<file path="config.mk">
export PLATFORM = sky130hd
export DESIGN_NAME = kml_ram
export DESIGN_NICKNAME = d
export VERILOG_FILES = /design/src/sv/kml_ram.sv
export SDC_FILE = /design/constraint.sdc
export NUM_CORES = 1
export LEC_CHECK = 0
export ABC_AREA = 1
export BUFFER_PORTS_ARGS = -buffer_cell sky130_fd_sc_hd__buf_2
export CORE_MARGIN = 10
export CORE_UTILIZATION = 26
export CTS_BUF_LIST = sky130_fd_sc_hd__clkbuf_8
export CTS_CLUSTER_SIZE = 25
export DETAILED_ROUTE_END_ITERATION = 6
export PLACE_DENSITY = 0.38
export SLEW_MARGIN = 25
export SYNTH_ARGS = -nofsm -noshare
export SYNTH_HDL_FRONTEND = slang
export SYNTH_SLANG_ARGS = --single-unit
</file>
<file path="constraint.sdc">
create_clock -name aclk -period 1.9 [get_ports aclk]
set_input_delay 0.095 -clock aclk [delete_from_list [all_inputs] [get_ports aclk]]
set_output_delay 0.095 -clock aclk [all_outputs]
set_load 0.05 [all_outputs]
</file>
<file path="src/sv/kml_ram.sv">
// Single-port-write, single-port-read synchronous memory with registered read data.
`default_nettype none

module kml_ram #(
    parameter int  DEPTH = 64,
    parameter int  WIDTH = 8,
    localparam int AW    = (DEPTH > 1) ? $clog2(DEPTH) : 1
) (
    input  wire logic             aclk,
    input  wire logic             we,
    input  wire logic [AW-1:0]    waddr,
    input  wire logic [WIDTH-1:0] wdata,
    input  wire logic [AW-1:0]    raddr,
    output logic      [WIDTH-1:0] rdata
);

    logic [WIDTH-1:0] mem_reg [DEPTH];
    logic [WIDTH-1:0] rdata_reg;

    always_ff @(posedge aclk) begin
        if (we) begin
            mem_reg[waddr] <= wdata;
        end
        rdata_reg <= mem_reg[raddr];
    end

    assign rdata = rdata_reg;

endmodule

`default_nettype wire

</file>
== Yosys cells after proc, flatten, opt, wreduce, memory -nomap -nowiden ==
Memory sizes are Yosys's and may differ from the RTL's. A register that Yosys moved wholly into a read port is not among the register bits.
Cells that the tools add are included.
W data, S select, Z words.

* Multiplexer cells: 2

{| class="wikitable"
|+ Operator list
! cell !! number
|-
| $mux W1 || 2
|}

* Bits in registers: 0
* RAM bits: 512
* Output and inout port bits: 8
* Memories: 1

{| class="wikitable"
|+ Memories
! name !! words !! bits a word !! read ports !! clocked after memory_dff !! wr ports !! RTL line !! RTL
|-
| mem_reg || 64 || 8 || 1 || 1 || 1 || 17 || <nowiki>logic [WIDTH-1:0] mem_reg [DEPTH];</nowiki>
|}

== Longest topological paths before layout ==
* Depth after elaboration: 2
* Mapped depth: 12
* Mapped depth without buffers: 9

== Least setup slack after synthesis ==
No wires, ideal clock.

* Path kind: input port to flip-flop
* From: input we
* To: memory mem_reg[48][0], enable pin
* Arrival time: 1.466 ns
* Path slack: 0.039 ns
* Stages on the path: 3
* Path buffers: 1
* Cell sequence: clkbuf_1 nand4_1 nor4_1

* Cells in the longest elaborated chain, start to end: 2

{| class="wikitable"
|+ Ends and longest elaborated chain
! item !! RTL line !! RTL
|-
| start, declared || 10 || <nowiki>input wire logic we,</nowiki>
|-
| $mux W1 || 21 || <nowiki>if (we) begin</nowiki>
|-
| $mux W1 (not written as such) || 22 || <nowiki>mem_reg[waddr] <= wdata;</nowiki>
|-
| end, declared || 17 ||
|}

Every way passes these cells.

== Worst setup path in the final report ==
* From: input waddr[1]
* To: memory mem_reg[50][7], enable pin

{| class="wikitable"
|+ RTL lines
! item !! RTL line !! RTL
|-
| start, declared || 11 || <nowiki>input wire logic [AW-1:0] waddr,</nowiki>
|}

Straight into the memory's write port.

==> flow_summary.json <==
{
  "netlist.area_leader.share": 0.720,
  "nets": 1977,
  "syn_to_final_growth_pct": 19.2,
  "synth.distinct_cells": 16,
  "firstDrtPassIters": 5,
  "cp_num_buf_inv": 5,
  "r2r_cells": 8,
  "hold_depth": 6,
  "ctsResizeCount": 0,
  "max-clock-path-buffers": 3,
  "cp_data_arrival_time_ps": 2140,
  "htreeDepth": 3,
  "final_area_sq_mm": 0.0254,
  "cp_cell_sequence": "dlygate4sd3_1, buf_2, inv_1, nor4_1, dlygate4sd3_1, buf_4",
  "grt_max_degree": 72,
  "setup_tns_ps": 0,
  "fmax_mhz": 570,
  "synth_top_area_cell": "edfxtp_1",
  "crit_cells": 6,
  "post_cts_buffers": 0,
  "rows": 105,
  "clkSinkCount": 520,
  "syn_inst": 1805,
  "worst_slew_pin_slew_ps": 725,
  "netlist_area_sq_mm": 0.0213,
  "ys_warn_count": 0,
  "rsz0062_at_grt": "no",
  "clk_latency_ps": 720,
  "fp.dieH_um": 306,
  "vias": 14100,
  "peakVddDrop_mv": 0.459,
  "path_clk_slew_ps": 60,
  "finalHoldViolations": 0,
  "gr-total-overflow": 0,
  "num_io_pins": 30,
  "io_buffers": 29,
  "path_common_cell": "dlygate4sd3_1",
  "numCtsBuffers": 94,
  "wl_mm": 64.8,
  "cp_max_fo": 9,
  "post_drt_via_cell_ratio": 4.56,
  "syn-mean-instance-area_sq_um": 11.8,
  "hpwl_mm": 38.8,
  "grt_pass1_vias": 14200,
  "synth_edf_count": 512,
  "grt_usage": 0.137,
  "slew_violations": 0,
  "max_stage_delay_ps": 590,
  "die_area_sq_mm": 0.0939,
  "ys.flop_type": "edfxtp_1",
  "critPathSlowestCell": "dlygate4sd3_1",
  "critPathLaunchType": "primary input",
  "coreArea_sq_mm": 0.0817,
  "yosysMostFrequentCell": "nand2_1",
  "period_minus_slack_ps": 1760,
  "cp_top_family": "buffers and inverters",
  "largest_reg_flops": 512,
  "yosysSeqAreaShare": 0.728,
  "drt-initial-drc-count": 924,
  "cellLeakagePower_nw": 9.26,
  "wl_per_cell_um": 20.9,
  "path_class": "in -> reg",
  "synth_nets": 1827,
  "grt_pass1_wl_mm": 96.0,
  "hold_path.class": "in -> reg",
  "power.density_mw_per_mm2": 1000,
  "fp.dieW_um": 306,
  "skew_ps": 38.1,
  "cts_tree": "yes",
  "synth_top_cells_by_count": "648 x nand2_1, 512 x edfxtp_1, 439 x nand3_1",
  "antenna_found_initial": 3,
  "status": "complete, no violations",
  "critPathCaptureType": "register",
  "cts-root-buf": "clkbuf_8",
  "gp_congestion": 0.783,
  "setup_violations": 0,
  "async_reset_ff_frac": 0,
  "finalCritPeriodShare": 0.924,
  "max_cap_violations": 0,
  "synth_area_leaders": "edfxtp_1 72%, nand2_1 11%, nand3_1 10%",
  "drtAntennaViolNets": 0,
  "placed_cell_area_sq_mm": 0.0234,
  "crit_required_ps": 2280,
  "relSlewSlack": 0.516,
  "drive_above_1_share": 0.138,
  "synth-seq-cells": 520,
  "drc": 0,
  "floorplan.initialDensity": 0.261
}
worst reg2reg max path, delay by kind of cell, from the launching register on:
kind,cells,cell delay (ps)
flip-flops,1,350
AND/OR/NAND/NOR,8,1040
through the flow:
step / setup WS, ps / std cells / hold slack, ps / total power, mW / util
floorplan: 38.9 / 1805 / 194 / 13.9 / -
global placement: 156 / 2915 / 531 / 14.8 / 0.286
detailed placement: 149 / 2915 / 533 / 14.8 / 0.286
CTS: 173 / 3094 / 97.0 / 25.9 / 0.311
global route: 75.8 / 3096 / 135 / 26.6 / 0.311
finish: 145 / 3097 / 148 / 25.5 / 0.311
cell families after synthesis:
kind of cell,Yosys count,share of synthesized area
buffers and inverters,125,0.0402
AND/OR/NAND/NOR,1160,0.232
flip-flops,520,0.728
metal layers:
layer,vias up,track usage,wire length [um]
li1,6676,-,-
met1,7021,0.193,30900
met2,331,0.210,29100
met3,101,0.0303,3500
met4,0,0.0357,1330
met5,-,0,0
final timing paths:
path | startpoint | to | slack, ps
max reg2reg | mem_reg[51][6] | rdata[6] | 400
max | waddr[1] | mem_reg[50][7] | 140
min reg2reg | mem_reg[26][6] | rdata[6] | 830
min | raddr[3] | rdata[0] | 150
power breakdown:
part           total (mW)  internal, mW  switching, mW
sequential           12.7          12.7         0.0480
combinational        1.80         0.495           1.30
clock                11.0          6.14           4.84
total                25.5          19.3           6.19
placed cells by master (no fill, tap or decap):
cell type / instances
nor2_1: 56
diode_2: 3
buf_2: 27
buf_12: 33
clkbuf_8: 99
nor4_1: 8
clkinv_1: 17
inv_8: 2
inv_2: 1
dlygate4sd3_1: 14
buf_4: 92
nand2_1: 648
nand4_1: 9
dfxtp_1: 8
nand3_1: 439
inv_4: 1
inv_6: 3
clkinv_4: 1
bufinv_16: 10
edfxtp_1: 512
inv_1: 34
clkinvlp_4: 5
clkinv_2: 5
final cells by class:
cell class	count	area (sq um)
Sequential cell	520	15500
Antenna cell	3	7.51
Timing Repair Buffer	167	1640
Fill cell	8385	56300
Multi-Input combinational cell	1160	4950
Tap cell	1070	1340
Inverter	12	55.1
Clock inverter	67	567
Clock buffer	98	1350
timing repair:
action	CTS	global route
setup endpoints to repair	0	0
endpoints found under the hold margin	428	0
hold buffers	14	0
(Power assumes the default switching activity.)
