**config.mk**
```make
export PLATFORM = sky130hd
export DESIGN_NAME = kml_ctrl
export DESIGN_NICKNAME = d
export VERILOG_FILES = /design/src/sv/kml_pkg.sv /design/src/sv/kml_ctrl.sv
export SDC_FILE = /design/constraint.sdc
export NUM_CORES = 1
export LEC_CHECK = 0
export ABC_CLOCK_PERIOD_IN_PS = 4900
export BUFFER_PORTS_ARGS = -buffer_cell sky130_fd_sc_hd__buf_2
export CAP_MARGIN = 20
export CORE_MARGIN = 2
export CORE_UTILIZATION = 54
export DETAILED_ROUTE_END_ITERATION = 7
export PLACE_DENSITY = 0.86
export SYNTH_ARGS = -nofsm -noshare
export SYNTH_HDL_FRONTEND = slang
export SYNTH_SLANG_ARGS = --single-unit
```
**constraint.sdc**
```tcl
create_clock -name aclk -period 4.9 [get_ports aclk]
set_input_delay 0.735 -clock aclk [delete_from_list [all_inputs] [get_ports aclk]]
set_output_delay 0.735 -clock aclk [all_outputs]
set_load 0.02 [all_outputs]
```
**src/sv/kml_pkg.sv**
```systemverilog
// Types and constants shared by the keymap lookup table modules.
`default_nettype none

package kml_pkg;

    localparam int KIND_W   = 3;
    localparam int CODE_W   = 10;
    localparam int META_W   = 23;
    localparam int CHR_W    = 16;
    localparam int STATUS_W = 3;

    localparam int S_TDATA_W = 96;
    localparam int M_TDATA_W = 120;

    // Operation kinds carried in s_tuser.
    localparam logic [KIND_W-1:0] KIND_CLEAR  = 3'd0;
    localparam logic [KIND_W-1:0] KIND_DEFINE = 3'd1;
    localparam logic [KIND_W-1:0] KIND_ADD    = 3'd2;
    localparam logic [KIND_W-1:0] KIND_LOOKUP = 3'd3;
    localparam logic [KIND_W-1:0] KIND_FIND   = 3'd4;

    // Result status codes carried in m_tuser.
    localparam logic [STATUS_W-1:0] ST_DONE     = 3'd0;
    localparam logic [STATUS_W-1:0] ST_NO_KEY   = 3'd1;
    localparam logic [STATUS_W-1:0] ST_NO_MATCH = 3'd2;
    localparam logic [STATUS_W-1:0] ST_DUP      = 3'd3;
    localparam logic [STATUS_W-1:0] ST_FULL     = 3'd4;
    localparam logic [STATUS_W-1:0] ST_INVALID  = 3'd5;

    typedef struct packed {
        logic [KIND_W-1:0] kind;
        logic [CODE_W-1:0] key_code;
        logic [META_W-1:0] meta_state;
        logic [CHR_W-1:0]  char_value;
        logic [CHR_W-1:0]  label_value;
        logic [CHR_W-1:0]  number_value;
        logic [CODE_W-1:0] fallback_code;
    } req_t;

    typedef struct packed {
        logic [STATUS_W-1:0] status;
        logic [CHR_W-1:0]    label_out;
        logic [CHR_W-1:0]    number_out;
        logic [CHR_W-1:0]    char_out;
        logic [CODE_W-1:0]   fallback_out;
        logic [META_W-1:0]   fallback_meta_out;
        logic [CODE_W-1:0]   found_code;
        logic [META_W-1:0]   found_meta;
    } res_t;

    typedef struct packed {
        logic [CODE_W-1:0] code;
        logic [CHR_W-1:0]  label;
        logic [CHR_W-1:0]  number;
    } key_row_t;

    typedef struct packed {
        logic [CODE_W-1:0] owner;
        logic [META_W-1:0] mask;
        logic [CHR_W-1:0]  chr;
        logic [CODE_W-1:0] fallback;
    } entry_row_t;

endpackage

`default_nettype wire

```
**src/sv/kml_ctrl.sv**
```systemverilog
// Sequencer that scans the key and behaviour memories and builds one result per beat.
`default_nettype none

module kml_ctrl #(
    parameter int  MAX_KEYS    = 64,
    parameter int  MAX_ENTRIES = 256,
    localparam int KW  = (MAX_KEYS > 1) ? $clog2(MAX_KEYS) : 1,
    localparam int KCW = $clog2(MAX_KEYS + 1),
    localparam int EW  = (MAX_ENTRIES > 1) ? $clog2(MAX_ENTRIES) : 1,
    localparam int ECW = $clog2(MAX_ENTRIES + 1)
) (
    input  wire logic                  aclk,
    input  wire logic                  aresetn,
    input  wire logic                  in_valid,
    output logic                       in_ready,
    input  wire kml_pkg::req_t         in_req,
    output logic                       res_valid,
    input  wire logic                  res_ready,
    output kml_pkg::res_t              res,
    output logic                       key_we,
    output logic [KW-1:0]              key_waddr,
    output kml_pkg::key_row_t          key_wdata,
    output logic [KW-1:0]              key_raddr,
    input  wire kml_pkg::key_row_t     key_rdata,
    output logic                       entry_we,
    output logic [EW-1:0]              entry_waddr,
    output kml_pkg::entry_row_t        entry_wdata,
    output logic [EW-1:0]              entry_raddr,
    input  wire kml_pkg::entry_row_t   entry_rdata
);

    import kml_pkg::*;

    typedef enum logic [1:0] {S_IDLE, S_KSCAN, S_ESCAN, S_FINISH} state_t;

    state_t              state_reg, state_next;
    req_t                req_reg, req_next;
    res_t                res_reg, res_next;
    logic [MAX_KEYS-1:0] key_used_reg, key_used_next;
    logic [ECW-1:0]      entry_total_reg, entry_total_next;
    logic [KCW-1:0]      kidx_reg, kidx_next;
    logic                kcmp_valid_reg, kcmp_valid_next;
    logic [KW-1:0]       kcmp_idx_reg, kcmp_idx_next;
    logic                free_found_reg, free_found_next;
    logic [KW-1:0]       free_idx_reg, free_idx_next;
    logic [EW-1:0]       eaddr_reg, eaddr_next;
    logic [ECW-1:0]      eleft_reg, eleft_next;
    logic                ecmp_valid_reg, ecmp_valid_next;
    logic                ecmp_last_reg, ecmp_last_next;
    logic                best_hit_reg, best_hit_next;
    logic [CODE_W-1:0]   best_code_reg, best_code_next;
    logic [META_W-1:0]   best_mask_reg, best_mask_next;

    logic                issue_k, issue_e;
    logic                k_hit, k_last, e_own, e_dup, e_match, c_hit;
    logic                add_try;
    logic [ECW-1:0]      total_less1;

    assign key_raddr   = kidx_reg[KW-1:0];
    assign entry_raddr = eaddr_reg;
    assign in_ready    = (state_reg == S_IDLE);
    assign res_valid   = (state_reg == S_FINISH);
    assign res         = res_reg;

    assign issue_k = (state_reg == S_KSCAN) && (kidx_reg < KCW'(MAX_KEYS));
    assign issue_e = (state_reg == S_ESCAN) && (eleft_reg != '0);

    assign k_hit  = kcmp_valid_reg && key_used_reg[kcmp_idx_reg]
                    && (key_rdata.code == req_reg.key_code);
    assign k_last = kcmp_valid_reg && (kcmp_idx_reg == KW'(MAX_KEYS - 1));

    assign e_own   = (entry_rdata.owner == req_reg.key_code);
    assign e_dup   = e_own && (entry_rdata.mask == req_reg.meta_state);
    assign e_match = e_own && ((entry_rdata.mask & req_reg.meta_state) == entry_rdata.mask);
    assign c_hit   = (entry_rdata.chr == req_reg.char_value)
                     && (!best_hit_reg || (entry_rdata.owner < best_code_reg));

    assign total_less1 = entry_total_reg - ECW'(1);

    always_comb begin
        state_next       = state_reg;
        req_next         = req_reg;
        res_next         = res_reg;
        key_used_next    = key_used_reg;
        entry_total_next = entry_total_reg;
        kidx_next        = kidx_reg;
        kcmp_valid_next  = 1'b0;
        kcmp_idx_next    = kcmp_idx_reg;
        free_found_next  = free_found_reg;
        free_idx_next    = free_idx_reg;
        eaddr_next       = eaddr_reg;
        eleft_next       = eleft_reg;
        ecmp_valid_next  = 1'b0;
        ecmp_last_next   = ecmp_last_reg;
        best_hit_next    = best_hit_reg;
        best_code_next   = best_code_reg;
        best_mask_next   = best_mask_reg;
        add_try          = 1'b0;

        key_we             = 1'b0;
        key_waddr          = free_idx_reg;
        key_wdata.code     = req_reg.key_code;
        key_wdata.label    = req_reg.label_value;
        key_wdata.number   = req_reg.number_value;
        entry_we           = 1'b0;
        entry_waddr        = entry_total_reg[EW-1:0];
        entry_wdata.owner    = req_reg.key_code;
        entry_wdata.mask     = req_reg.meta_state;
        entry_wdata.chr      = req_reg.char_value;
        entry_wdata.fallback = req_reg.fallback_code;

        case (state_reg)
            S_IDLE: begin
                if (in_valid) begin
                    req_next        = in_req;
                    res_next        = '0;
                    kidx_next       = '0;
                    free_found_next = 1'b0;
                    best_hit_next   = 1'b0;
                    case (in_req.kind)
                        KIND_CLEAR: begin
                            key_used_next    = '0;
                            entry_total_next = '0;
                            res_next.status  = ST_DONE;
                            state_next       = S_FINISH;
                        end
                        KIND_DEFINE, KIND_ADD: begin
                            if (in_req.key_code == '0) begin
                                res_next.status = ST_INVALID;
                                state_next      = S_FINISH;
                            end else begin
                                state_next = S_KSCAN;
                            end
                        end
                        KIND_LOOKUP: begin
                            state_next = S_KSCAN;
                        end
                        KIND_FIND: begin
                            if (in_req.char_value == '0) begin
                                res_next.status = ST_INVALID;
                                state_next      = S_FINISH;
                            end else if (entry_total_reg == '0) begin
                                res_next.status = ST_NO_KEY;
                                state_next      = S_FINISH;
                            end else begin
                                eaddr_next = '0;
                                eleft_next = entry_total_reg;
                                state_next = S_ESCAN;
                            end
                        end
                        default: begin
                            res_next.status = ST_INVALID;
                            state_next      = S_FINISH;
                        end
                    endcase
                end
            end

            S_KSCAN: begin
                if (issue_k) begin
                    kidx_next       = kidx_reg + KCW'(1);
                    kcmp_valid_next = 1'b1;
                    kcmp_idx_next   = kidx_reg[KW-1:0];
                end
                if (kcmp_valid_reg && !key_used_reg[kcmp_idx_reg] && !free_found_reg) begin
                    free_found_next = 1'b1;
                    free_idx_next   = kcmp_idx_reg;
                end
                if (k_hit) begin
                    case (req_reg.kind)
                        KIND_DEFINE: begin
                            res_next.status = ST_DUP;
                            state_next      = S_FINISH;
                        end
                        KIND_ADD: begin
                            if (entry_total_reg == '0) begin
                                add_try = 1'b1;
                            end else begin
                                eaddr_next = '0;
                                eleft_next = entry_total_reg;
                                state_next = S_ESCAN;
                            end
                        end
                        default: begin
                            res_next.label_out  = key_rdata.label;
                            res_next.number_out = key_rdata.number;
                            res_next.status     = ST_NO_MATCH;
                            if (entry_total_reg == '0) begin
                                state_next = S_FINISH;
                            end else begin
                                eaddr_next = total_less1[EW-1:0];
                                eleft_next = entry_total_reg;
                                state_next = S_ESCAN;
                            end
                        end
                    endcase
                end else if (k_last) begin
                    state_next = S_FINISH;
                    if (req_reg.kind == KIND_DEFINE) begin
                        if (free_found_reg || !key_used_reg[kcmp_idx_reg]) begin
                            key_we    = 1'b1;
                            key_waddr = free_found_reg ? free_idx_reg : kcmp_idx_reg;
                            key_used_next[key_waddr] = 1'b1;
                            res_next.status = ST_DONE;
                        end else begin
                            res_next.status = ST_FULL;
                        end
                    end else begin
                        res_next.status = ST_NO_KEY;
                    end
                end
            end

            S_ESCAN: begin
                if (issue_e) begin
                    eleft_next      = eleft_reg - ECW'(1);
                    eaddr_next      = (req_reg.kind == KIND_LOOKUP) ? eaddr_reg - EW'(1)
                                                                    : eaddr_reg + EW'(1);
                    ecmp_valid_next = 1'b1;
                    ecmp_last_next  = (eleft_reg == ECW'(1));
                end
                if (ecmp_valid_reg) begin
                    case (req_reg.kind)
                        KIND_ADD: begin
                            if (e_dup) begin
                                res_next.status = ST_DUP;
                                state_next      = S_FINISH;
                            end else if (ecmp_last_reg) begin
                                add_try = 1'b1;
                            end
                        end
                        KIND_LOOKUP: begin
                            if (e_match) begin
                                res_next.status   = ST_DONE;
                                res_next.char_out = entry_rdata.chr;
                                if (entry_rdata.fallback != '0) begin
                                    res_next.fallback_out      = entry_rdata.fallback;
                                    res_next.fallback_meta_out =
                                        req_reg.meta_state & ~entry_rdata.mask;
                                end
                                state_next = S_FINISH;
                            end else if (ecmp_last_reg) begin
                                state_next = S_FINISH;
                            end
                        end
                        default: begin
                            if (c_hit) begin
                                best_hit_next  = 1'b1;
                                best_code_next = entry_rdata.owner;
                                best_mask_next = entry_rdata.mask;
                            end
                            if (ecmp_last_reg) begin
                                state_next = S_FINISH;
                                if (best_hit_next) begin
                                    res_next.status     = ST_DONE;
                                    res_next.found_code = best_code_next;
                                    res_next.found_meta = best_mask_next;
                                end else begin
                                    res_next.status = ST_NO_KEY;
                                end
                            end
                        end
                    endcase
                end
            end

            S_FINISH: begin
                if (res_ready) begin
                    state_next = S_IDLE;
                end
            end

            default: begin
                state_next = S_IDLE;
            end
        endcase

        // Appending a behaviour, or reporting a full table, once the key exists and no duplicate mask was seen.
        if (add_try) begin
            state_next = S_FINISH;
            if (entry_total_reg == ECW'(MAX_ENTRIES)) begin
                res_next.status = ST_FULL;
            end else begin
                entry_we         = 1'b1;
                entry_total_next = entry_total_reg + ECW'(1);
                res_next.status  = ST_DONE;
            end
        end
    end

    always_ff @(posedge aclk) begin
        req_reg       <= req_next;
        res_reg       <= res_next;
        kidx_reg      <= kidx_next;
        kcmp_idx_reg  <= kcmp_idx_next;
        free_idx_reg  <= free_idx_next;
        eaddr_reg     <= eaddr_next;
        eleft_reg     <= eleft_next;
        ecmp_last_reg <= ecmp_last_next;
        best_code_reg <= best_code_next;
        best_mask_reg <= best_mask_next;
        if (!aresetn) begin
            state_reg       <= S_IDLE;
            key_used_reg    <= '0;
            entry_total_reg <= '0;
            kcmp_valid_reg  <= 1'b0;
            ecmp_valid_reg  <= 1'b0;
            free_found_reg  <= 1'b0;
            best_hit_reg    <= 1'b0;
        end else begin
            state_reg       <= state_next;
            key_used_reg    <= key_used_next;
            entry_total_reg <= entry_total_next;
            kcmp_valid_reg  <= kcmp_valid_next;
            ecmp_valid_reg  <= ecmp_valid_next;
            free_found_reg  <= free_found_next;
            best_hit_reg    <= best_hit_next;
        end
    end

endmodule

`default_nettype wire

```
### Word level (Yosys, flattened, before mapping)

Index checks and enable logic that the tools add are counted.

* register bits after elaboration: 360
* input bits: 199
* output and inout bits: 250

* add/subtract/negate cells: 6
* magnitude comparators: 5
* equality and inequality tests: 49
* muxes and demuxes: 119
* bitwise operators: 5
* reduce and logical (&&, ||, !) cells: 50

Operator list (count)
* 2-to-1 mux 64 bit: 6
* case mux 82 bit (2 select lines): 1
* 2-to-1 mux 33 bit: 4
* case mux 64 bit (2 select lines): 1
* 2-to-1 mux 117 bit: 1
* 2-to-1 mux 9 bit: 12
* 2-to-1 mux 49 bit: 2
* 2-to-1 mux 82 bit: 1
* 2-to-1 mux 32 bit: 2
* 2-to-1 mux 8 bit: 8
* bitwise OR 64 bit: 1
* case mux 32 bit (2 select lines): 1
* bitwise AND 23 bit: 2
* == test 23 bit: 2
* 2-to-1 mux 3 bit: 12
* 2-to-1 mux 6 bit: 6
* 2-to-1 mux 1 bit: 30
* case mux 9 bit (3 select lines): 1
* != test 2 bit, second input constant: 13
* case mux 8 bit (3 select lines): 1
* 2-to-1 mux 23 bit: 1
* inverter 23 bit: 1
* 2-to-1 mux 2 bit: 11
* == test 10 bit: 2
* 59 further kinds: 112

### Longest topological paths before layout

* depth after elaboration: 13
* gate-level depth with buffers: 12

### Worst setup path after synthesis

No wires, ideal clock.

* path kind: input port to flip-flop
* start: in entry_rdata[45] in the netlist's numbering
* end: reg res_reg (netlist bit res[33]) (enable)
* arrival time: 3988 ps
* setup slack: 448 ps
* stages on the path: 6
* path buffers: 0
* cells stage by stage: ha_1 nor4_1 nand4_1 nor4_1 a32oi_1 nor3_1

* word-level cells in the longest chain between the ends: 5

Ends and longest elaborated chain
* start, declared: line kml_ctrl.sv:29 `input wire kml_pkg::entry_row_t entry_rdata`
* bitwise AND 23 bit: line kml_ctrl.sv:74 `assign e_match = e_own && ((entry_rdata.mask & req_reg.meta_state) == entry_rdata.mask);`
* == test 23 bit *: line kml_ctrl.sv:74
* logical AND 1 bit *: line kml_ctrl.sv:74
* != test 2 bit (no line) *
* AND reduction 6 bit (no line) *
* end signal, assigned: line kml_ctrl.sv:293 `res_reg <= res_next;`
* end, declared: line kml_ctrl.sv:38 `res_t res_reg, res_next;`

Every way passes the cells marked *; elsewhere a longest branch is shown, timed or not.
A chain may end at the register's enable or synchronous reset.

### Worst setup path after layout

* start: reg kcmp_idx_reg[0]
* end: out key_waddr[0]

* word-level cells in the longest chain between the ends: 9

Ends and longest elaborated chain
* start, declared: line kml_ctrl.sv:43 `logic [KW-1:0] kcmp_idx_reg, kcmp_idx_next;`
* start signal, assigned: line kml_ctrl.sv:295 `kcmp_idx_reg <= kcmp_idx_next;`
* binary-select mux 1 bit (select 6 bit): line kml_ctrl.sv:68, kml_ctrl.sv:200
* 2-to-1 mux 1 bit (implied by the code): line kml_ctrl.sv:68, kml_ctrl.sv:200
* logical NOT 1 bit: line kml_ctrl.sv:200 `if (free_found_reg || !key_used_reg[kcmp_idx_reg]) begin`
* logical OR 1 bit: line kml_ctrl.sv:200
* 2-to-1 mux 6 bit: line kml_ctrl.sv:200
* 2-to-1 mux 6 bit: line kml_ctrl.sv:199 `if (req_reg.kind == KIND_DEFINE) begin`
* 2-to-1 mux 6 bit: line kml_ctrl.sv:197 `end else if (k_last) begin`
* 2-to-1 mux 6 bit *: line kml_ctrl.sv:169 `if (k_hit) begin`
* 2-to-1 mux 6 bit *: line kml_ctrl.sv:112 `case (state_reg)`
* end, declared: line kml_ctrl.sv:21 `output logic [KW-1:0] key_waddr,`

Every way passes the cells marked *; elsewhere a longest branch is shown, timed or not. The select of a mux whose other input is x is not followed.

==> impl_metrics.csv <==
group,metric,value,unit
clock_network,cts-buffers-inserted,39,
layout,mostFrequentLayoutCell,"buf_2",
sta,tightest_slew,1090,ps
clock_network,cts_resized,0,
clock_network,cts.sinks,360,
power,peakVddDrop,338,uV
drt,wl,49800,um
synth,ys_seq_elements,360,
clock_network,clockBufferDepth,3,
sta,rsz0062_at_grt,"no",
sta,max_slew_margin,0.274,
clock_network,clkLatencyLatePin,530,ps
sta,setup_viol,0,
drt,wire_per_inst,20.8,um
synth,netlist_instances,1606,
power,comb_power_share,0.328,
sta,maxSlewViolCount,0,
power,power,11.3,mW
critical_path,r2r_start,"state_reg[0]",
synth,synth_ff_type,"edfxtp_1",
place,portBuffers,448,
power,leakagePower,8.66,nW
sta,finalCriticalPeriod,4360,ps
power,p_int,7.10,mW
critical_path,worstRegToRegCells,9,
die,start_util,0.544,
power,clkPwrFrac,0.250,
layout,fin_nets,2190,
layout,syn2layout_area_growth,17.0,%
job,drv_cap,0,
min_path,hp-class,"input pin to flop",
die,die_y,187,um
clock_network,post_cts_buffers,0,
sta,tns,0,ps
clock_network,cts_tree,"done",
synth,synth.net_count,1877,
sta,finalClockSkew,21.3,ps
drt,drc_errors,0,
power,switching_share,0.370,
drt,post_drt_via_cell_ratio,5.84,
global_route,grt_pass1_wl,76400,um
global_route,first_global_vias,13725,
global_route,grt_remaining_overflow,0,
clock_network,cts_hold_buffers,0,
die,pin_count,449,
status,status,"finished, final reports clean",
critical_path,endpoint_kind,"primary output",
clock_network,clockRootBuffer,"clkbuf_16",
critical_path,crit_arrival,3620,ps
synth,synth_async_sr_flop_share,0,
layout,largest_register_ffs,117,
place,gp_congestion,0.936,
synth,syn_area,18100,um2
critical_path,worstSetupPathType,"flop to primary output",
min_path,hold_depth,1,
min_path,min_from,"in_req[75]",
synth,synth_edf_count,281,
clock_network,clk_pin_slew_worst_paths,60,ps
die,core,33300,um2
critical_path,critPathRequiredTime,4160,ps
layout,final_cell_mix,"buf_2, edfxtp_1, nand2_1",
global_route,grt_max_degree,112,
drt,first_pass_iters,7,
die,dieArea,35000,um2
power,cellPowerDensity,532,nW/um2
critical_path,startpoint,"kcmp_idx_reg[0]",
synth,ys_types,72,
sta,fmax,230,MHz
critical_path,cp-start-kind,"flop",
clock_network,h-tree-depth,2,
power,power_frac_seq,0.422,
layout,drive_gt1_frac,0.306,
global_route,antenna_found_initial,6,
global_route,grtUsageTotal,0.279,
synth,ys_seq_area_frac,0.554,
die,die_width,187,um
drt,drt_iter0_drc,1320,
synth,yosys_warnings,0,
sta,hold_violations,0,
sta,fin_crit_sh,0.889,
critical_path,path_max_fanout,16,
die,row_count,67,
power,p_sw,4.16,mW
synth,synth_area_per_cell,11.3,um2
drt,final_antenna_net_count,0,
drt,num_vias,14023,
place,dp.final_hpwl,36100,um
worst max-delay path, cell delays in order, from the launching register on:
cell	delay [ps]
edfxtp_1	890
mux4_2	590
mux2i_1	190
o22ai_1	130
a211oi_1	390
a31oi_2	150
a21oi_1	240
mux2_2	360
buf_2	160
synthesized netlist by cell type, types with 4 or more instances:
library cell,n,area (um2)
a21o_1,4,30.0
a21oi_1,36,180
a22o_1,4,35.0
a22oi_1,6,45.0
a31oi_1,46,288
and2_1,87,544
and3_1,7,43.8
buf_1,6,22.5
buf_2,8,40.0
buf_4,116,871
clkbuf_1,65,244
dfxtp_1,79,1580
edfxtp_1,281,8440
ha_1,71,888
inv_1,77,289
mux2_2,33,372
mux2i_1,21,210
mux4_2,8,180
nand2_1,145,544
nand2b_1,5,31.3
nand3_1,52,260
nand3b_1,6,45.0
nand4_1,51,319
nor2_1,63,236
nor2b_1,17,106
nor3_1,23,115
nor3b_1,5,37.5
nor4_1,20,125
o2111ai_1,25,219
o211ai_1,15,113
o21a_1,4,30.0
o21ai_0,82,410
o21ai_1,5,25.0
o22ai_1,9,56.3
or2_2,9,56.3
or3_1,6,37.5
xnor2_1,52,455
xor2_1,12,105
metrics by stage:
stage / cell area, um2 / util / hold slack [ps] / std cells / setup slack [ps]
5_1_grt: 21200 / 0.636 / 363 / 2400 / 374
6_report: 21200 / 0.636 / 374 / 2401 / 545
2_1_floorplan: 18100 / - / 420 / 1606 / 448
4_1_cts: 21200 / 0.636 / 363 / 2397 / 547
3_3_place_gp: 19900 / 0.599 / 431 / 2325 / 1160
3_5_place_dp: 19900 / 0.599 / 437 / 2325 / 1110
worst paths after layout:
path                            to  slack [ps]
setup / recovery      key_waddr[0]         540
hold / removal     entry_wdata[43]         370
setup reg to reg           res[55]        1050
hold reg to reg   key_used_reg[15]         450
cell type report:
type                       instances  area (um2)
inverter                          78         295
tap                              448         561
fill                            2519       12100
antenna                            3        7.51
multi-input combinational        971        6660
clock inverter                    21         173
clock buffer                      51        1050
timing repair buffer             469        2410
sequential                       360       10000
logic make-up (layout without fill, tap and decap cells):
group | Yosys count | in the layout | synth area share
buffers and inverters | 275 | 619 | 0.0825
and+or+nand+nor | 507 | 507 | 0.145
muxes | 62 | 62 | 0.0421
AOI/OAI and AO/OA | 266 | 266 | 0.0955
DFF | 360 | 360 | 0.554
other | 0 | 3 | 0
adders and majority gates | 72 | 72 | 0.0502
xor gates and xnor gates | 64 | 64 | 0.0310
layer usage:
layer / global-route usage / wire length [um]
met4: 0.122 / 2310
met5: 0 / 12
met2: 0.468 / 23900
met1: 0.353 / 19000
met3: 0.0525 / 4640
power groups by stage:
stage / sequential (mW) / clock [mW] / combinational, mW
after global placement: 4.80 / 0 / 3.56
after floorplan: 5.36 / 0 / 1.92
after detailed placement: 4.81 / 0 / 3.63
after global routing: 4.82 / 2.97 / 3.95
final: 4.75 / 2.82 / 3.69
after CTS: 4.76 / 2.85 / 3.65
Note: power is estimated with default switching activity, not from simulation.
